[config.mk]
export PLATFORM = sky130hd
export DESIGN_NAME = dual_hysteresis_health_monitor_flat
export DESIGN_NICKNAME = d
export VERILOG_FILES = /design/src/sv/dhhm_pkg.sv /design/src/sv/dhhm_if.sv /design/src/sv/dual_hysteresis_health_monitor.sv /design/src/sv/dhhm_ctrl.sv /design/src/sv/dhhm_dp.sv /design/src/flat_wrapper.sv
export SDC_FILE = /design/constraint.sdc
export NUM_CORES = 1
export LEC_CHECK = 0
export ABC_AREA = 1
export BUFFER_PORTS_ARGS = -buffer_cell sky130_fd_sc_hd__buf_4
export CORE_MARGIN = 8
export CORE_UTILIZATION = 55
export DETAILED_ROUTE_END_ITERATION = 10
export PLACE_DENSITY = 0.86
export SLEW_MARGIN = 0
export SYNTH_ARGS = -nofsm -noshare
export SYNTH_HDL_FRONTEND = slang
export SYNTH_SLANG_ARGS = --single-unit
export TNS_END_PERCENT = 10
[constraint.sdc]
create_clock -name clk -period 6.1 [get_ports clk]
set_clock_uncertainty 0.2 [all_clocks]
set_input_delay 0.305 -clock clk [delete_from_list [all_inputs] [get_ports clk]]
set_output_delay 0.305 -clock clk [all_outputs]
set_load 0.02 [all_outputs]
[src/sv/dhhm_pkg.sv]
// Shared widths, codes, reset values and control types for the dual hysteresis
// health monitor. No dependencies.
package dhhm_pkg;

  localparam int SAMPLE_W           = 16;
  localparam int TIME_W             = 48;
  localparam int REG_W              = 15;
  localparam int COUNT_WIDTH        = 16;
  localparam int SEVERITY_FRAC_BITS = 8;
  localparam int SEV_W              = SEVERITY_FRAC_BITS + 1;
  localparam int STEP_W             = $clog2(SEVERITY_FRAC_BITS);
  localparam int HEALTH_W           = 2;
  localparam int CFG_IDX_W          = 3;
  localparam int CMP_W              = SAMPLE_W + 1;

  localparam logic [STEP_W-1:0]      LAST_STEP = STEP_W'(SEVERITY_FRAC_BITS - 1);
  localparam logic [SEV_W-1:0]       SEV_FULL  = SEV_W'(1) << SEVERITY_FRAC_BITS;
  localparam logic [COUNT_WIDTH-1:0] COUNT_MAX = '1;

  localparam logic [HEALTH_W-1:0] HEALTH_OK   = 2'd0;
  localparam logic [HEALTH_W-1:0] HEALTH_WARN = 2'd1;
  localparam logic [HEALTH_W-1:0] HEALTH_CRIT = 2'd2;

  localparam logic [CFG_IDX_W-1:0] REG_VIB_WARN  = 3'd0;
  localparam logic [CFG_IDX_W-1:0] REG_VIB_CRIT  = 3'd1;
  localparam logic [CFG_IDX_W-1:0] REG_VIB_HYST  = 3'd2;
  localparam logic [CFG_IDX_W-1:0] REG_TEMP_WARN = 3'd3;
  localparam logic [CFG_IDX_W-1:0] REG_TEMP_CRIT = 3'd4;
  localparam logic [CFG_IDX_W-1:0] REG_TEMP_HYST = 3'd5;

  localparam logic [REG_W-1:0] RST_VIB_WARN  = 15'd256;
  localparam logic [REG_W-1:0] RST_VIB_CRIT  = 15'd512;
  localparam logic [REG_W-1:0] RST_VIB_HYST  = 15'd26;
  localparam logic [REG_W-1:0] RST_TEMP_WARN = 15'd960;
  localparam logic [REG_W-1:0] RST_TEMP_CRIT = 15'd1280;
  localparam logic [REG_W-1:0] RST_TEMP_HYST = 15'd32;

  localparam logic SEL_VIB  = 1'b0;
  localparam logic SEL_TEMP = 1'b1;

  typedef struct packed {
    logic load;
    logic div_init;
    logic div_step;
    logic sev_store;
    logic out_load;
    logic sel;
  } cmd_t;

  typedef struct packed {
    logic [HEALTH_W-1:0]    health;
    logic                   vib_flag;
    logic                   temp_flag;
    logic [SEV_W-1:0]       vib_sev;
    logic [SEV_W-1:0]       temp_sev;
    logic [COUNT_WIDTH-1:0] alert_total;
    logic [TIME_W-1:0]      time_echo;
  } res_t;

endpackage

[src/sv/dhhm_if.sv]
// Valid/ready channel interfaces for sample words and result words.
// Depends on dhhm_pkg.
interface dhhm_in_if;
  import dhhm_pkg::*;

  logic                       valid;
  logic                       ready;
  logic signed [SAMPLE_W-1:0] vib_sample;
  logic signed [SAMPLE_W-1:0] temp_sample;
  logic [TIME_W-1:0]          sample_time;

  modport source(output valid, output vib_sample, output temp_sample, output sample_time,
                 input ready);
  modport sink(input valid, input vib_sample, input temp_sample, input sample_time,
               output ready);
endinterface

interface dhhm_out_if;
  import dhhm_pkg::*;

  logic                   valid;
  logic                   ready;
  logic [HEALTH_W-1:0]    health;
  logic                   vib_flag;
  logic                   temp_flag;
  logic [SEV_W-1:0]       vib_sev;
  logic [SEV_W-1:0]       temp_sev;
  logic [COUNT_WIDTH-1:0] alert_total;
  logic [TIME_W-1:0]      time_echo;

  modport source(output valid, output health, output vib_flag, output temp_flag,
                 output vib_sev, output temp_sev, output alert_total,
                 output time_echo, input ready);
  modport sink(input valid, input health, input vib_flag, input temp_flag,
               input vib_sev, input temp_sev, input alert_total,
               input time_echo, output ready);
endinterface

[src/sv/dual_hysteresis_health_monitor.sv]
// Dual hysteresis health monitor, top level: wires the sequencer and datapath
// to the channels and the configuration port. Depends on dhhm_pkg, dhhm_if,
// dhhm_ctrl, dhhm_dp.
//
// One result word per sample word. The accepting cycle updates the flags, alert
// counter and health; then for each sensor in turn a setup state, eight restoring
// steps of the shared severity divider and a store state run, and a final state
// loads the output register. The next sample is accepted in the cycle after that
// register is loaded, even while the previous result still waits to be taken; a
// result that is not taken stalls the word behind it in its final state.
// Configuration writes take effect at the clock edge that sees the write enable
// and are meant for idle periods only.
module dual_hysteresis_health_monitor (
  input  logic                             clk,
  input  logic                             rst_n,
  dhhm_in_if.sink                          in_ch,
  dhhm_out_if.source                       out_ch,
  input  logic                             cfg_we,
  input  logic [dhhm_pkg::CFG_IDX_W-1:0]   cfg_index,
  input  logic [dhhm_pkg::REG_W-1:0]       cfg_wdata
);
  import dhhm_pkg::*;

  cmd_t cmd;
  res_t res;
  logic in_ready;
  logic out_valid;

  dhhm_ctrl u_ctrl (
    .clk       (clk),
    .rst_n     (rst_n),
    .in_valid  (in_ch.valid),
    .in_ready  (in_ready),
    .out_ready (out_ch.ready),
    .out_valid (out_valid),
    .cmd       (cmd)
  );

  dhhm_dp u_dp (
    .clk         (clk),
    .rst_n       (rst_n),
    .cmd         (cmd),
    .vib_sample  (in_ch.vib_sample),
    .temp_sample (in_ch.temp_sample),
    .sample_time (in_ch.sample_time),
    .cfg_we      (cfg_we),
    .cfg_index   (cfg_index),
    .cfg_wdata   (cfg_wdata),
    .res         (res)
  );

  assign in_ch.ready        = in_ready;
  assign out_ch.valid       = out_valid;
  assign out_ch.health      = res.health;
  assign out_ch.vib_flag    = res.vib_flag;
  assign out_ch.temp_flag   = res.temp_flag;
  assign out_ch.vib_sev     = res.vib_sev;
  assign out_ch.temp_sev    = res.temp_sev;
  assign out_ch.alert_total = res.alert_total;
  assign out_ch.time_echo   = res.time_echo;

endmodule

[src/sv/dhhm_ctrl.sv]
// Sequencer for the health monitor: accepts a word, runs the shared divider for
// both sensors, then hands the result to the output register. Depends on dhhm_pkg.
module dhhm_ctrl (
  input  logic           clk,
  input  logic           rst_n,
  input  logic           in_valid,
  output logic           in_ready,
  input  logic           out_ready,
  output logic           out_valid,
  output dhhm_pkg::cmd_t cmd
);
  import dhhm_pkg::*;

  localparam logic [2:0] S_IDLE  = 3'd0;
  localparam logic [2:0] S_INIT  = 3'd1;
  localparam logic [2:0] S_STEP  = 3'd2;
  localparam logic [2:0] S_STORE = 3'd3;
  localparam logic [2:0] S_DONE  = 3'd4;

  logic [2:0]        state_r, state_nxt;
  logic [STEP_W-1:0] step_r, step_nxt;
  logic              sel_r, sel_nxt;
  logic              out_valid_r, out_valid_nxt;

  always_ff @(posedge clk) begin
    if (!rst_n) begin
      state_r     <= S_IDLE;
      step_r      <= '0;
      sel_r       <= SEL_VIB;
      out_valid_r <= 1'b0;
    end else begin
      state_r     <= state_nxt;
      step_r      <= step_nxt;
      sel_r       <= sel_nxt;
      out_valid_r <= out_valid_nxt;
    end
  end

  always_comb begin
    state_nxt     = state_r;
    step_nxt      = step_r;
    sel_nxt       = sel_r;
    out_valid_nxt = out_valid_r && !out_ready;
    cmd           = '0;
    cmd.sel       = sel_r;
    in_ready      = 1'b0;
    case (state_r)
      S_IDLE: begin
        in_ready = 1'b1;
        if (in_valid) begin
          cmd.load  = 1'b1;
          sel_nxt   = SEL_VIB;
          state_nxt = S_INIT;
        end
      end
      S_INIT: begin
        cmd.div_init = 1'b1;
        step_nxt     = '0;
        state_nxt    = S_STEP;
      end
      S_STEP: begin
        cmd.div_step = 1'b1;
        step_nxt     = step_r + STEP_W'(1);
        if (step_r == LAST_STEP) begin
          state_nxt = S_STORE;
        end
      end
      S_STORE: begin
        cmd.sev_store = 1'b1;
        if (sel_r == SEL_VIB) begin
          sel_nxt   = SEL_TEMP;
          state_nxt = S_INIT;
        end else begin
          state_nxt = S_DONE;
        end
      end
      S_DONE: begin
        if (!out_valid_r || out_ready) begin
          cmd.out_load  = 1'b1;
          out_valid_nxt = 1'b1;
          state_nxt     = S_IDLE;
        end
      end
      default: begin
        state_nxt = S_IDLE;
      end
    endcase
  end

  assign out_valid = out_valid_r;

endmodule

[src/sv/dhhm_dp.sv]
// Datapath of the health monitor: configuration registers, hysteresis flags,
// alert counter, shared restoring divider and output register. Depends on dhhm_pkg.
module dhhm_dp (
  input  logic                                 clk,
  input  logic                                 rst_n,
  input  dhhm_pkg::cmd_t                       cmd,
  input  logic signed [dhhm_pkg::SAMPLE_W-1:0] vib_sample,
  input  logic signed [dhhm_pkg::SAMPLE_W-1:0] temp_sample,
  input  logic [dhhm_pkg::TIME_W-1:0]          sample_time,
  input  logic                                 cfg_we,
  input  logic [dhhm_pkg::CFG_IDX_W-1:0]       cfg_index,
  input  logic [dhhm_pkg::REG_W-1:0]           cfg_wdata,
  output dhhm_pkg::res_t                       res
);
  import dhhm_pkg::*;

  logic [REG_W-1:0] vib_warn_r, vib_crit_r, vib_hyst_r;
  logic [REG_W-1:0] temp_warn_r, temp_crit_r, temp_hyst_r;

  logic                   vib_alarm_r, vib_alarm_nxt;
  logic                   temp_alarm_r, temp_alarm_nxt;
  logic [COUNT_WIDTH-1:0] count_r, count_nxt;

  logic signed [SAMPLE_W-1:0] vib_r, temp_r;
  logic [TIME_W-1:0]          time_r;
  logic [HEALTH_W-1:0]        health_r, health_nxt;
  logic [SEV_W-1:0]           vib_sev_r, temp_sev_r;
  logic [REG_W-1:0]           rem_r, rem_nxt;
  logic [SEVERITY_FRAC_BITS-1:0] quo_r, quo_nxt;
  res_t                       res_r;

  logic signed [CMP_W-1:0] vs, ts, v_warn, t_warn, v_low, t_low, v_crit, t_crit;
  logic                    v_rise, t_rise;
  logic [COUNT_WIDTH:0]    count_sum;

  logic signed [SAMPLE_W-1:0] div_s;
  logic signed [CMP_W-1:0]    div_s17, div_crit17;
  logic [REG_W-1:0]           div_crit;
  logic [REG_W:0]             trial;
  logic [SEV_W-1:0]           sev_val;

  always_ff @(posedge clk) begin
    if (!rst_n) begin
      vib_warn_r  <= RST_VIB_WARN;
      vib_crit_r  <= RST_VIB_CRIT;
      vib_hyst_r  <= RST_VIB_HYST;
      temp_warn_r <= RST_TEMP_WARN;
      temp_crit_r <= RST_TEMP_CRIT;
      temp_hyst_r <= RST_TEMP_HYST;
    end else if (cfg_we) begin
      case (cfg_index)
        REG_VIB_WARN:  vib_warn_r  <= cfg_wdata;
        REG_VIB_CRIT:  vib_crit_r  <= cfg_wdata;
        REG_VIB_HYST:  vib_hyst_r  <= cfg_wdata;
        REG_TEMP_WARN: temp_warn_r <= cfg_wdata;
        REG_TEMP_CRIT: temp_crit_r <= cfg_wdata;
        REG_TEMP_HYST: temp_hyst_r <= cfg_wdata;
        default: begin
        end
      endcase
    end
  end

  always_comb begin
    vs     = CMP_W'(vib_sample);
    ts     = CMP_W'(temp_sample);
    v_warn = $signed({2'b00, vib_warn_r});
    t_warn = $signed({2'b00, temp_warn_r});
    v_low  = v_warn - $signed({2'b00, vib_hyst_r});
    t_low  = t_warn - $signed({2'b00, temp_hyst_r});
    v_crit = $signed({2'b00, vib_crit_r});
    t_crit = $signed({2'b00, temp_crit_r});

    v_rise         = !vib_alarm_r && (vs >= v_warn);
    t_rise         = !temp_alarm_r && (ts >= t_warn);
    vib_alarm_nxt  = vib_alarm_r ? !(vs < v_low) : (vs >= v_warn);
    temp_alarm_nxt = temp_alarm_r ? !(ts < t_low) : (ts >= t_warn);

    count_sum = {1'b0, count_r} + (COUNT_WIDTH + 1)'(v_rise) + (COUNT_WIDTH + 1)'(t_rise);
    count_nxt = count_sum[COUNT_WIDTH] ? COUNT_MAX : count_sum[COUNT_WIDTH-1:0];

    if ((vs >= v_crit) || (ts >= t_crit)) begin
      health_nxt = HEALTH_CRIT;
    end else if (vib_alarm_nxt || temp_alarm_nxt) begin
      health_nxt = HEALTH_WARN;
    end else begin
      health_nxt = HEALTH_OK;
    end
  end

  always_ff @(posedge clk) begin
    if (!rst_n) begin
      vib_alarm_r  <= 1'b0;
      temp_alarm_r <= 1'b0;
      count_r      <= '0;
    end else if (cmd.load) begin
      vib_alarm_r  <= vib_alarm_nxt;
      temp_alarm_r <= temp_alarm_nxt;
      count_r      <= count_nxt;
    end
  end

  always_ff @(posedge clk) begin
    if (cmd.load) begin
      vib_r    <= vib_sample;
      temp_r   <= temp_sample;
      time_r   <= sample_time;
      health_r <= health_nxt;
    end
  end

  always_comb begin
    div_s      = (cmd.sel == SEL_TEMP) ? temp_r : vib_r;
    div_crit   = (cmd.sel == SEL_TEMP) ? temp_crit_r : vib_crit_r;
    div_s17    = CMP_W'(div_s);
    div_crit17 = $signed({2'b00, div_crit});
    trial      = {rem_r, 1'b0};
    rem_nxt    = rem_r;
    quo_nxt    = quo_r;
    if (cmd.div_init) begin
      rem_nxt = div_s[REG_W-1:0];
      quo_nxt = '0;
    end else if (cmd.div_step) begin
      if (trial >= {1'b0, div_crit}) begin
        rem_nxt = REG_W'(trial - {1'b0, div_crit});
        quo_nxt = {quo_r[SEVERITY_FRAC_BITS-2:0], 1'b1};
      end else begin
        rem_nxt = trial[REG_W-1:0];
        quo_nxt = {quo_r[SEVERITY_FRAC_BITS-2:0], 1'b0};
      end
    end
    if (div_s17 >= div_crit17) begin
      sev_val = SEV_FULL;
    end else if (div_s17 <= CMP_W'(0)) begin
      sev_val = '0;
    end else begin
      sev_val = {1'b0, quo_r};
    end
  end

  always_ff @(posedge clk) begin
    rem_r <= rem_nxt;
    quo_r <= quo_nxt;
    if (cmd.sev_store) begin
      if (cmd.sel == SEL_TEMP) begin
        temp_sev_r <= sev_val;
      end else begin
        vib_sev_r <= sev_val;
      end
    end
    if (cmd.out_load) begin
      res_r.health      <= health_r;
      res_r.vib_flag    <= vib_alarm_r;
      res_r.temp_flag   <= temp_alarm_r;
      res_r.vib_sev     <= vib_sev_r;
      res_r.temp_sev    <= temp_sev_r;
      res_r.alert_total <= count_r;
      res_r.time_echo   <= time_r;
    end
  end

  assign res = res_r;

endmodule

[src/flat_wrapper.sv]
// flat-port wrapper written by rule: the top's interface ports become plain ports
module dual_hysteresis_health_monitor_flat import dhhm_pkg::*;
  (clk, rst_n, cfg_we, cfg_index, cfg_wdata, in_ch_valid, in_ch_vib_sample, in_ch_temp_sample, in_ch_sample_time, in_ch_ready, out_ch_valid, out_ch_health, out_ch_vib_flag, out_ch_temp_flag, out_ch_vib_sev, out_ch_temp_sev, out_ch_alert_total, out_ch_time_echo, out_ch_ready);
  dhhm_in_if in_ch_i ();
  dhhm_out_if out_ch_i ();
  input  logic clk;
  input  logic rst_n;
  input  logic cfg_we;
  input  logic [dhhm_pkg::CFG_IDX_W-1:0] cfg_index;
  input  logic [dhhm_pkg::REG_W-1:0] cfg_wdata;
  input wire logic [$bits(in_ch_i.valid)-1:0] in_ch_valid;
  input wire logic [$bits(in_ch_i.vib_sample)-1:0] in_ch_vib_sample;
  input wire logic [$bits(in_ch_i.temp_sample)-1:0] in_ch_temp_sample;
  input wire logic [$bits(in_ch_i.sample_time)-1:0] in_ch_sample_time;
  output wire logic [$bits(in_ch_i.ready)-1:0] in_ch_ready;
  output wire logic [$bits(out_ch_i.valid)-1:0] out_ch_valid;
  output wire logic [$bits(out_ch_i.health)-1:0] out_ch_health;
  output wire logic [$bits(out_ch_i.vib_flag)-1:0] out_ch_vib_flag;
  output wire logic [$bits(out_ch_i.temp_flag)-1:0] out_ch_temp_flag;
  output wire logic [$bits(out_ch_i.vib_sev)-1:0] out_ch_vib_sev;
  output wire logic [$bits(out_ch_i.temp_sev)-1:0] out_ch_temp_sev;
  output wire logic [$bits(out_ch_i.alert_total)-1:0] out_ch_alert_total;
  output wire logic [$bits(out_ch_i.time_echo)-1:0] out_ch_time_echo;
  input wire logic [$bits(out_ch_i.ready)-1:0] out_ch_ready;
  assign in_ch_i.valid = in_ch_valid;
  assign in_ch_i.vib_sample = in_ch_vib_sample;
  assign in_ch_i.temp_sample = in_ch_temp_sample;
  assign in_ch_i.sample_time = in_ch_sample_time;
  assign in_ch_ready = in_ch_i.ready;
  assign out_ch_valid = out_ch_i.valid;
  assign out_ch_health = out_ch_i.health;
  assign out_ch_vib_flag = out_ch_i.vib_flag;
  assign out_ch_temp_flag = out_ch_i.temp_flag;
  assign out_ch_vib_sev = out_ch_i.vib_sev;
  assign out_ch_temp_sev = out_ch_i.temp_sev;
  assign out_ch_alert_total = out_ch_i.alert_total;
  assign out_ch_time_echo = out_ch_i.time_echo;
  assign out_ch_i.ready = out_ch_ready;
  dual_hysteresis_health_monitor u_core (.clk(clk), .rst_n(rst_n), .in_ch(in_ch_i), .out_ch(out_ch_i), .cfg_we(cfg_we), .cfg_index(cfg_index), .cfg_wdata(cfg_wdata));
endmodule
======== Yosys cells after proc, flatten, opt, wreduce, memory -nomap -nowiden ========
Cells that the tools add are included.
word-level totals
  logic and storage cells ................. 114
  bits in registers ....................... 325
  output and inout port bits .............. 88
  input port bits ......................... 103
operators by class
  muxes and demuxes ....................... 30
  order comparisons ....................... 9
  equal/unequal tests ..................... 13
  reduce and logical (&&, ||, !) cells .... 27
  add/subtract/negate cells ............... 6
  bitwise logic cells ..................... 1
operator list
  operator                                                                 count
  16-bit greater-or-equal comparator                                       5
  15-bit 2-to-1 mux                                                        4
  16-bit < comparator                                                      2
  16-bit 2-to-1 mux                                                        2
  15-bit by 15-bit subtractor with 16-bit output                           2
  2-bit AND reduction                                                      9
  16-bit by 1-bit adder with 17-bit output                                 1
  17-bit by 1-bit adder with 17-bit output                                 1
  16-bit by 15-bit greater-or-equal comparator with 1-bit output           1
  16-bit by 1-bit <= comparator with 1-bit output (second input constant)  1
  1-bit 2-to-1 mux                                                         15
  3-bit one-hot mux with 5 select lines                                    1
  15-bit subtractor                                                        1
  3-bit by 2-bit == test with 1-bit output (second input constant)         4
  3-bit == test (second input constant)                                    4
  3-bit 2-to-1 mux                                                         4
  9-bit 2-to-1 mux                                                         1
  8-bit 2-to-1 mux                                                         1
  3-bit by 1-bit == test with 1-bit output (second input constant)         2
  1-bit logical NOT                                                        6
  3-bit logical NOT                                                        2
  2-bit != test (second input constant)                                    3
  3-bit one-hot mux with 2 select lines                                    1
  2-bit nonzero test                                                       3
  6 further kinds                                                          10

======== Depth between registers and ports, before layout ========
  depth after elaboration ................. 6
  depth in mapped cells ................... 24
  mapped depth without buffers ............ 24

======== Hierarchy ========
From an unflattened synthesis, not the netlist that was laid out.
second synthesis, totals
  cells, all modules ...................... 1640
  area total of the unflattened synthesis .. 16021.6 um^2
by module, submodules not included
  module     cells each  area each (um^2)  seq. area each (um^2)  times used
  dhhm_dp    1584        15622.5           8358.0                 1
  dhhm_ctrl  56          399.1             160.2                  1

======== Least setup slack after synthesis ========
OpenSTA, ideal clock, no wires.
  path type ............................... flip-flop to flip-flop
  start ................................... reg u_core.u_ctrl.state_r[0]
  end ..................................... reg u_core.u_dp.res[0] (netlist name)
  slack ................................... 0.639 ns
  clock period less this slack ............ 5.461 ns
  arrival time ............................ 4.701 ns
  buffers on the path ..................... 0
  setup time .............................. 0.559 ns
  required time ........................... 5.341 ns
  stages on the path, launching flop included .. 4
  cell sequence ........................... dfxtp_1 nor2_4 nand2_1 a21oi_1
RTL lines
  element                 line             source
  start, declared         dhhm_ctrl.sv:20  logic [2:0] state_r, state_nxt;
  start signal, assigned  dhhm_ctrl.sv:32  state_r <= state_nxt;

======== Worst setup path after layout ========
  start ................................... reg u_core.u_dp.vib_warn_r[0]
  end ..................................... reg u_core.u_dp.health_r[0], data pin
between the ends
  longest elaborated chain between the ends .. 6
  elaborated cells between the ends (all ways) .. 7
  those cells by class .................... 1 x add/sub; 2 x order compare; 2 x mux; 2 x reduce/logical
ends and longest elaborated chain
  element                                         line            source
  start, declared                                 dhhm_dp.sv:17   logic [REG_W-1:0] vib_warn_r, vib_crit_r, vib_hyst_r;
  start signal, assigned                          dhhm_dp.sv:52   REG_VIB_WARN: vib_warn_r <= cfg_wdata;
  15-bit by 15-bit subtractor with 16-bit output  dhhm_dp.sv:69   v_low = v_warn - $signed({2'b00, vib_hyst_r});
  16-bit < comparator                             dhhm_dp.sv:76   vib_alarm_nxt = vib_alarm_r ? !(vs < v_low) : (vs >= v_warn);
  1-bit logical NOT                               dhhm_dp.sv:76
  1-bit 2-to-1 mux (*)                            dhhm_dp.sv:76
  1-bit logical OR (*)                            dhhm_dp.sv:84   end else if (vib_alarm_nxt || temp_alarm_nxt) begin
  1-bit 2-to-1 mux (*)                            dhhm_dp.sv:84
  end signal, assigned                            dhhm_dp.sv:108  health_r <= health_nxt;
  end, declared                                   dhhm_dp.sv:26   logic [HEALTH_W-1:0] health_r, health_nxt;
Mark *: on every way between the ends. The rest lies on a longest branch, timed or not.
A chain may end at the register's enable or synchronous reset.

==> flow_metrics.env <==
export IMPL_status="finished clean"
export IMPL_leakagePower_nw=8.23
export IMPL_fin_tns_setup_ns=0
export IMPL_finalHoldViolCount=0
export IMPL_rrSetupSlack_ns=2.15
export IMPL_rsz0062_at_grt="false"
export IMPL_cts_setup_buffers=0
export IMPL_cp_required_ns=6.29
export IMPL_path_buf_inv=4
export IMPL_synth_edf_count=201
export IMPL_syn2layout_area_growth_pct=24.5
export IMPL_cts_buffers=31
export IMPL_timing_worst_slew_pin_value_ns=1.03
export IMPL_drc=0
export IMPL_yosysWarnings=0
export IMPL_post_cts_resized=0
export IMPL_routabilityCongestion=0.948
export IMPL_slowest_delay_ns=0.39
export IMPL_startpoint="u_core.u_dp.vib_warn_r[0]"
export IMPL_p_per_area_mw_per_mm2=302
export IMPL_core_mm2=0.0287
export IMPL_post_route_min_period_ns=3.95
export IMPL_vdd_drop_max_v=0.000237
export IMPL_postRouteWirelength_mm=48.5
export IMPL_antenna_found_initial=1
export IMPL_clockRootBuffer="clkbuf_16"
export IMPL_synth_area_per_cell_um2=9.74
export IMPL_vias=13400
export IMPL_crit_chain="inv_1, ha_1, inv_1, fa_1, a21oi_1, o21ai_0, a21boi_1, o21ai_0, xnor2_1, ha_1, nand2_1, inv_1, nand3_1, inv_1, a21oi_1, nand2_1, nand2_1, nand3_1, nand2_1, nor2_1, nor2_1"
export IMPL_clk_path_buf_depth=3
export IMPL_r2r_start="u_core.u_dp.vib_warn_r[0]"
export IMPL_die_y_um=187
export IMPL_final_cell_mix="nand2_1, edfxtp_1, inv_1, buf_4, a21oi_1"
export IMPL_clkSinkCount=325
export IMPL_first_iter_violations=1341
export IMPL_crit_end="u_core.u_dp.health_r[0]"
export IMPL_die_x_um=187
export IMPL_overflow=0
export IMPL_dp_cells=2188
export IMPL_yosysTopAreaCell="edfxtp_1"
export IMPL_synth_cell_type_count=50
export IMPL_via_per_inst=5.70
export IMPL_crit_fanout=4
export IMPL_clk_pin_slew_ns=0.07
export IMPL_grt_max_degree=91
export IMPL_start_kind="register"
export IMPL_drt_pass1_iter_count=6
export IMPL_drv_cap=0
export IMPL_wl_per_cell_um=20.6
export IMPL_htreeDepth=1
export IMPL_p_total_mw=6.03
export IMPL_postRouteAntennaNets=0
export IMPL_drive_above_1_share_pct=14.1
export IMPL_clock_fmax_mhz=253
export IMPL_insertion_delay_ns=0.57
export IMPL_r2r_worst_path_cells=21
export IMPL_synth_seq_cells=325
export IMPL_synth_cells=1645
export IMPL_final_common_cell="nand2_1"
export IMPL_end_kind="register"
export IMPL_finalCritPeriodShare_pct=64.7
export IMPL_grt_pass1_wl_mm=74.8
export IMPL_synth_flop_cell="edfxtp_1"
export IMPL_hp_class="in2reg"
export IMPL_r2r_end="u_core.u_dp.health_r[0]"
export IMPL_syn_nets=1905
export IMPL_synth_area_mm2=0.0160
export IMPL_setup_violations=0
export IMPL_cp_num_cells=21
export IMPL_slew_headroom_pct=30.9
export IMPL_ys_async_sr_fraction_pct=0
export IMPL_start_util_pct=55.8
export IMPL_slew_viol_final=0
export IMPL_dp_hpwl_mm=31.6
export IMPL_crit_family="compound AO/OA/AOI/OAI gates"
export IMPL_grt_pass1_vias=13600
export IMPL_synth_top_area_share_pct=37.7
export IMPL_die_area_mm2=0.0348
export IMPL_grt_usage_pct=26.8
export IMPL_synth_area_leaders="edfxtp_1, dfxtp_1, ha_1"
export IMPL_n_fill_cell=1946
export IMPL_seq_area_frac_synth_pct=53.2
export IMPL_arrival_ns=4.14
export IMPL_fin_cells=2351
export IMPL_io_buffers=190
export IMPL_slowest_stage="fa_1"
export IMPL_cts_tree="built"
export IMPL_worstSetupPathType="reg2reg"
export IMPL_rows=62
export IMPL_nNetsFinal=2202
export IMPL_pin_count=191
[layout make-up]
cell class | count | area, um2 | area share (%)
repair buffers | 301 | 2520 | 12.6
clock buffers | 37 | 818 | 4.10
diodes | 1 | 2.50 | 0.0125
well taps | 384 | 480 | 2.41
multi-input cells | 1078 | 6570 | 32.9
inverters | 205 | 769 | 3.86
flip-flops and latches | 325 | 8520 | 42.7
clock inverters | 20 | 268 | 1.34
[through the flow]
step           instance area [um2]  hold slack (ns)  setup WS (ns)  utilization [%]
5_1_grt                      19900           0.0828           1.87             69.5
3_3_place_gp                 17800            0.200           2.38             62.0
6_report                     19900           0.0848           2.15             69.5
3_5_place_dp                 17800            0.205           2.32             62.0
4_1_cts                      19900           0.0135           2.28             69.5
2_1_floorplan                16000            0.200          0.639                -
[worst reg2reg max path, stage by stage, from the launching register on]
cell	delay, ns
dfxtp_1	0.31
inv_1	0.07
ha_1	0.14
inv_1	0.06
fa_1	0.39
a21oi_1	0.18
o21ai_0	0.15
a21boi_1	0.34
o21ai_0	0.28
xnor2_1	0.24
ha_1	0.26
nand2_1	0.08
inv_1	0.06
nand3_1	0.10
inv_1	0.06
a21oi_1	0.19
nand2_1	0.08
nand2_1	0.07
nand3_1	0.16
nand2_1	0.12
nor2_1	0.04
nor2_1	0.18
[state kept, by name, indices dropped and copies added, names as in the netlist, 3 cells and up]
register	count
u_core.u_ctrl.state_r	3
u_core.u_ctrl.step_r	3
u_core.u_dp.count_r	16
u_core.u_dp.quo_r	8
u_core.u_dp.rem_r	15
u_core.u_dp.res	86
u_core.u_dp.temp_crit_r	15
u_core.u_dp.temp_hyst_r	15
u_core.u_dp.temp_r	16
u_core.u_dp.temp_sev_r	9
u_core.u_dp.temp_warn_r	15
u_core.u_dp.time_r	48
u_core.u_dp.vib_crit_r	15
u_core.u_dp.vib_hyst_r	15
u_core.u_dp.vib_r	16
u_core.u_dp.vib_sev_r	9
u_core.u_dp.vib_warn_r	15
[worst min path at each step]
stage | startpoint | endpoint | depth (start not counted)
after floorplan | u_core.u_dp.time_r[0] | u_core.u_dp.res[0] | 0
after global placement | u_core.u_dp.time_r[18] | u_core.u_dp.res[18] | 0
after detailed placement | u_core.u_dp.time_r[10] | u_core.u_dp.res[10] | 0
after CTS | cfg_we | u_core.u_dp.temp_hyst_r[5] | 4
after global routing | cfg_we | u_core.u_dp.temp_hyst_r[5] | 4
final | cfg_we | u_core.u_dp.temp_hyst_r[5] | 4
[metal layers]
| metal | GRT usage, % | share of wire [%] | wire length, um | vias up |
|---|---|---|---|---|
| met4 | 14.0 | 5.7 | 2740 | 0 |
| li1 | - | - | - | 6272 |
| met1 | 30.6 | 36 | 17600 | 6223 |
| met5 | 0 | 0 | 0 | - |
| met2 | 48.4 | 50 | 24400 | 721 |
| met3 | 3.75 | 7.6 | 3690 | 179 |
[kinds of logic after synthesis]
| logic type | count (synthesis) | share of synthesized area [%] |
|---|---|---|
| AND/OR/NAND/NOR | 484 | 13.1 |
| AO/OA/AOI/OAI | 396 | 13.1 |
| flip-flops | 325 | 53.2 |
| buffers and inverters | 242 | 5.91 |
| adder cells (fa/ha/maj) | 157 | 12.5 |
| XOR/XNOR | 40 | 2.19 |
| multiplexers | 1 | 0.0625 |
[cell usage after synthesis, types with 3 or more instances]
| cell | instances |
|---|---|
| and2_1 | 3 |
| ha_1 | 153 |
| buf_2 | 4 |
| nand3_1 | 62 |
| o21bai_1 | 5 |
| a21oi_1 | 188 |
| edfxtp_1 | 201 |
| nor3_1 | 15 |
| inv_2 | 7 |
| nor2_4 | 3 |
| clkbuf_1 | 27 |
| o21a_1 | 3 |
| xor2_1 | 19 |
| nor2_2 | 4 |
| nand4_1 | 16 |
| o211ai_1 | 13 |
| nand2_1 | 271 |
| nor2_1 | 84 |
| nor4_1 | 7 |
| xnor2_1 | 21 |
| o22ai_1 | 7 |
| a21o_1 | 6 |
| nand2_2 | 6 |
| fa_1 | 4 |
| o21ai_0 | 157 |
| a31oi_1 | 5 |
| dfxtp_1 | 124 |
| buf_6 | 4 |
| inv_1 | 196 |
[power breakdown]
part	internal (mW)	switching, mW
clock network	1.21	0.881
logic	0.507	0.817
registers	2.53	0.0810
total	4.25	1.78
[what timing repair did]
item / CTS / global route
hold buffers: 105 / 0
hold endpoints to repair: 171 / 0
setup endpoints to repair: 0 / 0
Power figures use the tool's default switching activity.
